==> src/bpfa_pkg.sv <==
// shared constants, codes and control types of the bitmap page frame allocator
package bpfa_pkg;

    localparam int unsigned BITMAP_BYTES = 4096;
    localparam int unsigned ADDR_W       = (BITMAP_BYTES > 1) ? $clog2(BITMAP_BYTES) : 1;
    localparam int unsigned CNT_W        = $clog2(BITMAP_BYTES + 1);
    localparam int unsigned TOTAL_FRAMES = BITMAP_BYTES * 8;

    localparam int unsigned BYTE_W   = 8;
    localparam int unsigned REQ_W    = 2;
    localparam int unsigned FRAME_W  = 15;
    localparam int unsigned STATUS_W = 2;

    localparam logic [BYTE_W-1:0] FULL_BYTE = 8'hFF;

    localparam logic [REQ_W-1:0] REQ_ALLOC = 2'd0;
    localparam logic [REQ_W-1:0] REQ_FREE  = 2'd1;
    localparam logic [REQ_W-1:0] REQ_QUERY = 2'd2;
    localparam logic [REQ_W-1:0] REQ_INIT  = 2'd3;

    localparam logic [STATUS_W-1:0] STATUS_OK        = 2'd0;
    localparam logic [STATUS_W-1:0] STATUS_NO_FREE   = 2'd1;
    localparam logic [STATUS_W-1:0] STATUS_NOT_ALLOC = 2'd2;

    // commands from the controller to the datapath
    typedef struct packed {
        logic accept;     // capture the request, set up scan and result
        logic scan_run;   // byte scan for a clear bit
        logic look_rd;    // read the byte of the requested frame
        logic look_chk;   // act on that byte for free or query
        logic sweep_run;  // write every byte in order
        logic sweep_init; // sweep writes the reserved pattern instead of zero
        logic load_out;   // move the result into the output register
    } t_cmd;

    // status from the datapath to the controller
    typedef struct packed {
        logic scan_found;
        logic scan_none;
        logic sweep_last;
        logic out_free;
    } t_sts;

    // index of the lowest clear bit, seven when bits zero to six are all set
    function automatic logic [2:0] lowest_clear(input logic [BYTE_W-1:0] b);
        logic [2:0] idx;
        idx = 3'd7;
        for (int k = 6; k >= 0; k--) begin
            if (!b[k]) begin
                idx = 3'(k);
            end
        end
        return idx;
    endfunction

endpackage

==> src/bpfa_ctrl.sv <==
// controller state machine sequencing clear, scan, lookup, sweep and response
module bpfa_ctrl (
    input  logic                        i_clk,
    input  logic                        i_rst_n,
    input  logic                        i_in_valid,
    input  logic [bpfa_pkg::REQ_W-1:0]  i_req_type,
    input  bpfa_pkg::t_sts              i_sts,
    output logic                        o_in_ready,
    output bpfa_pkg::t_cmd              o_cmd
);

    localparam logic [2:0] ST_CLEAR    = 3'd0;
    localparam logic [2:0] ST_IDLE     = 3'd1;
    localparam logic [2:0] ST_SCAN     = 3'd2;
    localparam logic [2:0] ST_LOOK_RD  = 3'd3;
    localparam logic [2:0] ST_LOOK_CHK = 3'd4;
    localparam logic [2:0] ST_SWEEP    = 3'd5;
    localparam logic [2:0] ST_DONE     = 3'd6;

    logic [2:0] r_state;
    logic [2:0] n_state;

    always_comb begin
        n_state    = r_state;
        o_in_ready = 1'b0;
        o_cmd      = '0;
        case (r_state)
            ST_CLEAR: begin
                o_cmd.sweep_run = 1'b1;
                if (i_sts.sweep_last) begin
                    n_state = ST_IDLE;
                end
            end
            ST_IDLE: begin
                o_in_ready = 1'b1;
                if (i_in_valid) begin
                    o_cmd.accept = 1'b1;
                    case (i_req_type)
                        bpfa_pkg::REQ_ALLOC: n_state = ST_SCAN;
                        bpfa_pkg::REQ_FREE:  n_state = ST_LOOK_RD;
                        bpfa_pkg::REQ_QUERY: n_state = ST_LOOK_RD;
                        default:             n_state = ST_SWEEP;
                    endcase
                end
            end
            ST_SCAN: begin
                o_cmd.scan_run = 1'b1;
                if (i_sts.scan_found || i_sts.scan_none) begin
                    n_state = ST_DONE;
                end
            end
            ST_LOOK_RD: begin
                o_cmd.look_rd = 1'b1;
                n_state       = ST_LOOK_CHK;
            end
            ST_LOOK_CHK: begin
                o_cmd.look_chk = 1'b1;
                n_state        = ST_DONE;
            end
            ST_SWEEP: begin
                o_cmd.sweep_run  = 1'b1;
                o_cmd.sweep_init = 1'b1;
                if (i_sts.sweep_last) begin
                    n_state = ST_DONE;
                end
            end
            ST_DONE: begin
                if (i_sts.out_free) begin
                    o_cmd.load_out = 1'b1;
                    n_state        = ST_IDLE;
                end
            end
            default: begin
                n_state = ST_IDLE;
            end
        endcase
    end

    always_ff @(posedge i_clk) begin
        if (!i_rst_n) begin
            r_state <= ST_CLEAR;
        end else begin
            r_state <= n_state;
        end
    end

endmodule

==> config.mk <==
export PLATFORM = sky130hd
export DESIGN_NAME = bpfa_ctrl
export DESIGN_NICKNAME = d
export VERILOG_FILES = /design/src/bpfa_pkg.sv /design/src/bpfa_ctrl.sv
export SDC_FILE = /design/constraint.sdc
export NUM_CORES = 1
export LEC_CHECK = 0
export CAP_MARGIN = 5
export CORE_AREA = 2 2 39 41
export CTS_BUF_LIST = sky130_fd_sc_hd__clkbuf_4 sky130_fd_sc_hd__clkbuf_8
export CTS_CLUSTER_SIZE = 25
export DETAILED_ROUTE_END_ITERATION = 6
export DIE_AREA = 0 0 41 43
export DONT_BUFFER_PORTS = 1
export SLEW_MARGIN = 5
export SYNTH_ARGS = -nofsm -noshare
export SYNTH_HDL_FRONTEND = slang
export SYNTH_SLANG_ARGS = --single-unit
==> constraint.sdc <==
create_clock -name i_clk -period 1.2 [get_ports i_clk]
set_input_delay 0.24 -clock i_clk [delete_from_list [all_inputs] [get_ports i_clk]]
set_output_delay 0.24 -clock i_clk [all_outputs]
set_load 0.005 [all_outputs]
==> Implementation_results.wiki <==
{| class="wikitable"
! Metric !! Value
|-
| Number of antenna diodes || 0
|-
| First-pass GRT wire length || 1300 µm
|-
| Failing checks || setup timing
|-
| Clock insertion delay at the later pin of the skew report || 0.24 ns
|-
| Fraction of final layout cells with drive strength greater than 1 || 63.0%
|-
| Wire length reported by the detailed router || ~780 µm
|-
| Met3 WL || about 70 µm
|-
| Area inside the core boundary || roughly 0.0014 mm²
|-
| Top-level I/O count || 17
|-
| Clk pin slew, worst setup/hold paths || roughly 0.04 ns
|-
| PD cells || about 2700 mW/mm²
|-
| Minimum setup slack in the final design || -0.111 ns
|-
| Tightest Hold Check Type || in2reg
|-
| Reg2Reg Depth || 6
|-
| Maximum VDD drop || 989 µV
|-
| Part of the cycle the worst path needs || 109%
|-
| Dominant register cell in the synthesized netlist || sky130_fd_sc_hd__dfxtp_1
|-
| Layout-stage area growth over the synthesis result || 70.2%
|-
| Filler cell count in the final layout || 144
|-
| Last weighted congestion value of the routability-driven placer || approximately 0.74
|-
| Number of cell rows || 14
|-
| Worst hold path stage count || 1
|-
| Worst Hold Endpoint || r_state[1]$_SDFFE_PN0P_
|-
| Number of nets produced by synthesis || 48
|-
| Iter 0 DRT Violations || 1
|-
| Estimated wirelength of the detail-placed design || 576 µm
|-
| Routed wirelength normalized by instance count || between 10 and 15 µm
|-
| Number of antenna violations at the first check in global routing || 0
|-
| Critical path data arrival time || 1.07 ns
|-
| Final standard cell count with taps included and fillers excluded || 70
|-
| Asr flop ratio synth || 0%
|-
| Met2 routed WL || 400 µm
|-
| Net count of the finished layout || 64
|-
| R2r setup slk || -0.09 ns
|-
| Most area-consuming cells after synthesis || sky130_fd_sc_hd__dfxtp_1 19%, sky130_fd_sc_hd__buf_6 7.3%, sky130_fd_sc_hd__and2_1 6.0%, sky130_fd_sc_hd__o32ai_2 5.2%, sky130_fd_sc_hd__xor2_2 5.2%
|-
| CTS tree || done
|-
| Detailed-route via count || between 300 and 400
|-
| DR DRC count || 0
|-
| Switch share || 38.4%
|-
| Synth Cell Area || about 310 µm²
|-
| Detailed Routing Iterations Pass 1 || 2
|-
| Critical Path Sink Type || primary output
|-
| Crit Path Class || reg2out
|-
| GRT overflow || 0
|-
| Result of the run || finished with violations
|-
| Root cell of the clock tree || sky130_fd_sc_hd__clkbuf_4
|-
| Die span in x || 41 µm
|-
| Count of unique library cells instantiated by Yosys || 26
|-
| Registers with the most flip-flops || r_state x3
|-
| Worst flop-to-flop path endpoint || r_state[2]$_SDFFE_PN0P_
|-
| Maximum number of pins on one net before global-route repair || 9
|-
| Setup crit start kind || register
|-
| MaxCap Viol Count || 0
|-
| Detail-routed via count per cell || roughly 4.7
|-
| Total negative setup slack || -0.817 ns
|-
| Highest routed layer || met4
|-
| Final ANT Viol Nets || 0
|-
| Final hold vios || 0
|-
| Cell count after synthesis || 39
|-
| Clock network power share || between 10% and 20%
|-
| Ys Warns || 0
|-
| Portion of total power attributed to sequential cells || 16.6%
|-
| Relative max-transition margin || between 80% and 90%
|-
| Clock buffer depth || 2
|-
| Worst setup startpoint || r_state[2]$_SDFFE_PN0P_
|-
| Worst Skew || 0.00103 ns
|-
| Startpoint of the lowest-slack hold path || i_rst_n
|-
| Count of buffers from port buffering || 0
|-
| Die Span Y || between 40 and 50 µm
|-
| Post-synth EDFFs || 0
|-
| Post-synthesis cell type with the largest combined area || sky130_fd_sc_hd__dfxtp_1
|-
| Highest fanout seen on the critical path || 5
|-
| Vias in the first global route || roughly 350
|-
| Fmax || approximately 760 MHz
|-
| Worst slew pin tran || roughly 0.27 ns
|-
| Final critical-path required period || between 1 and 1.5 ns
|-
| Max FFs per register || 3
|-
| Register name with the most flops || r_state
|-
| Count of endpoints failing setup in the final report || 11
|-
| Final count of pins violating max slew || 0
|-
| Area of the die || roughly 0.0018 mm²
|-
| Net Switching || roughly 540 µW
|-
| Global-route usage over all layers || between 10% and 20%
|-
| Synthesized area divided by synthesized cell count || between 7 and 8 µm²
|-
| Htree depth || 1
|-
| Startpoint of the lowest-slack register-to-register path || r_state[0]$_SDFFE_PN0P_
|-
| Setup repair after global routing missed its margin || true
|-
| Initial standard-cell utilization of the core || approximately 22%
|-
| CTS buffer count || 3
|-
| Post-Place Cells || 64
|-
| Clock Sinks || 3
|-
| Combinational share of power || around 69%
|-
| Number of synthesized register bits || 3
|-
| Met1 wire length || 280 µm
|-
| Share of synthesized area occupied by flip-flops and latches || 19.4%
|-
| Area fraction of the dominant cell type after synthesis || 19.4%
|-
| Number of buffers inserted for hold repair after clock tree synthesis || 0
|-
| Total internal power || 872 µW
|-
| Required arrival time at the worst endpoint || 0.96 ns
|-
| Total leakage power || 0.205 nW
|-
| Top cell types by occurrence after synthesis || 3 x sky130_fd_sc_hd__and2_1, 3 x sky130_fd_sc_hd__dfxtp_1
|}
[worst max-delay path, stage by stage (launching register included)]
cell and delay, ns:
sky130_fd_sc_hd__dfxtp_4 0.35, sky130_fd_sc_hd__nand2b_4 0.15, sky130_fd_sc_hd__buf_6 0.12, sky130_fd_sc_hd__nor2_4 0.07, sky130_fd_sc_hd__and2_4 0.14
[worst max path at each step]
stage                                    endpoint  slack [ns]  cells past startpoint
final                                    o_cmd[6]       -0.11                      4
after global routing      r_state[2]$_SDFFE_PN0P_       -0.16                      6
after global placement    r_state[2]$_SDFFE_PN0P_       -0.06                      4
after floorplan           r_state[2]$_SDFFE_PN0P_        0.02                      5
after detailed placement  r_state[2]$_SDFFE_PN0P_        -0.1                      4
after CTS                                o_cmd[2]       -0.13                      4
[per-stage QoR]
step                area, µm²  hold WS, ns  util (%)  total power [mW]  setup WS (ns)
finish                    528        0.125      38.2              1.42         -0.111
CTS                       528        0.118      38.2              1.43         -0.131
global route              528        0.118      38.2              1.53         -0.157
floorplan                 315        0.362         -             0.649         0.0226
detailed placement        398        0.366      28.8             0.910        -0.0987
global placement          398        0.366      28.8             0.900        -0.0639
[logic make-up after synthesis]
family | after synthesis | synth area share, %
flip-flops | 3 | 19.4
AO/OA/AOI/OAI | 11 | 27.0
AND/OR/NAND/NOR | 20 | 38.3
buffers and inverters | 4 | 10.1
XOR/XNOR | 1 | 5.24
[placed cells by master (no fill, tap or decap)]
| cell | count |
|---|---|
| sky130_fd_sc_hd__a21boi_0 | 1 |
| sky130_fd_sc_hd__a31oi_1 | 1 |
| sky130_fd_sc_hd__and2_1 | 2 |
| sky130_fd_sc_hd__and2_4 | 1 |
| sky130_fd_sc_hd__and3_4 | 2 |
| sky130_fd_sc_hd__buf_4 | 12 |
| sky130_fd_sc_hd__buf_6 | 2 |
| sky130_fd_sc_hd__clkbuf_4 | 4 |
| sky130_fd_sc_hd__dfxtp_2 | 1 |
| sky130_fd_sc_hd__dfxtp_4 | 2 |
| sky130_fd_sc_hd__inv_1 | 1 |
| sky130_fd_sc_hd__nand2_1 | 2 |
| sky130_fd_sc_hd__nand2b_4 | 1 |
| sky130_fd_sc_hd__nand3_1 | 1 |
| sky130_fd_sc_hd__nor2_4 | 2 |
| sky130_fd_sc_hd__nor2b_1 | 1 |
| sky130_fd_sc_hd__nor2b_4 | 1 |
| sky130_fd_sc_hd__nor3_2 | 2 |
| sky130_fd_sc_hd__nor3_4 | 1 |
| sky130_fd_sc_hd__nor3b_1 | 1 |
| sky130_fd_sc_hd__nor3b_2 | 1 |
| sky130_fd_sc_hd__o21a_1 | 1 |
| sky130_fd_sc_hd__o21ai_0 | 2 |
| sky130_fd_sc_hd__o21ai_1 | 2 |
| sky130_fd_sc_hd__o221a_1 | 1 |
| sky130_fd_sc_hd__o31ai_1 | 2 |
| sky130_fd_sc_hd__o32ai_4 | 1 |
| sky130_fd_sc_hd__or2_0 | 1 |
| sky130_fd_sc_hd__or2_1 | 1 |
| sky130_fd_sc_hd__xor2_2 | 1 |
[cell type report]
cell class                 count  area [µm²]  area share (%)
clock buffer                   4        30.0            5.69
inverter                       1        3.75           0.711
multi-input combinational     32         293            55.5
sequential                     3        68.8            13.0
tap                           16        20.0            3.79
timing repair buffer          14         113            21.3
[power groups by stage]
stage                     sequential [mW]  combinational (mW)  clock [mW]
after global placement              0.203               0.698           0
final                               0.236               0.977       0.203
after detailed placement            0.205               0.705           0
after CTS                           0.235               0.983       0.211
after global routing                0.246                1.07       0.216
after floorplan                     0.169               0.480           0
[layer usage]
layer / GRT usage (%) / up-vias
met5: 0 / -
met4: 12.0 / 0
met3: 2.62 / 4
met2: 17.5 / 11
met1: 11.3 / 150
li1: - / 167
[timing repair]
item,in CTS,in global routing
setup endpoints to repair,11,11
endpoints found under the hold margin,0,0
pin swaps,6,1
buffers inserted,2,0
resized for setup,21,0
Power figures use the tool's default switching activity.
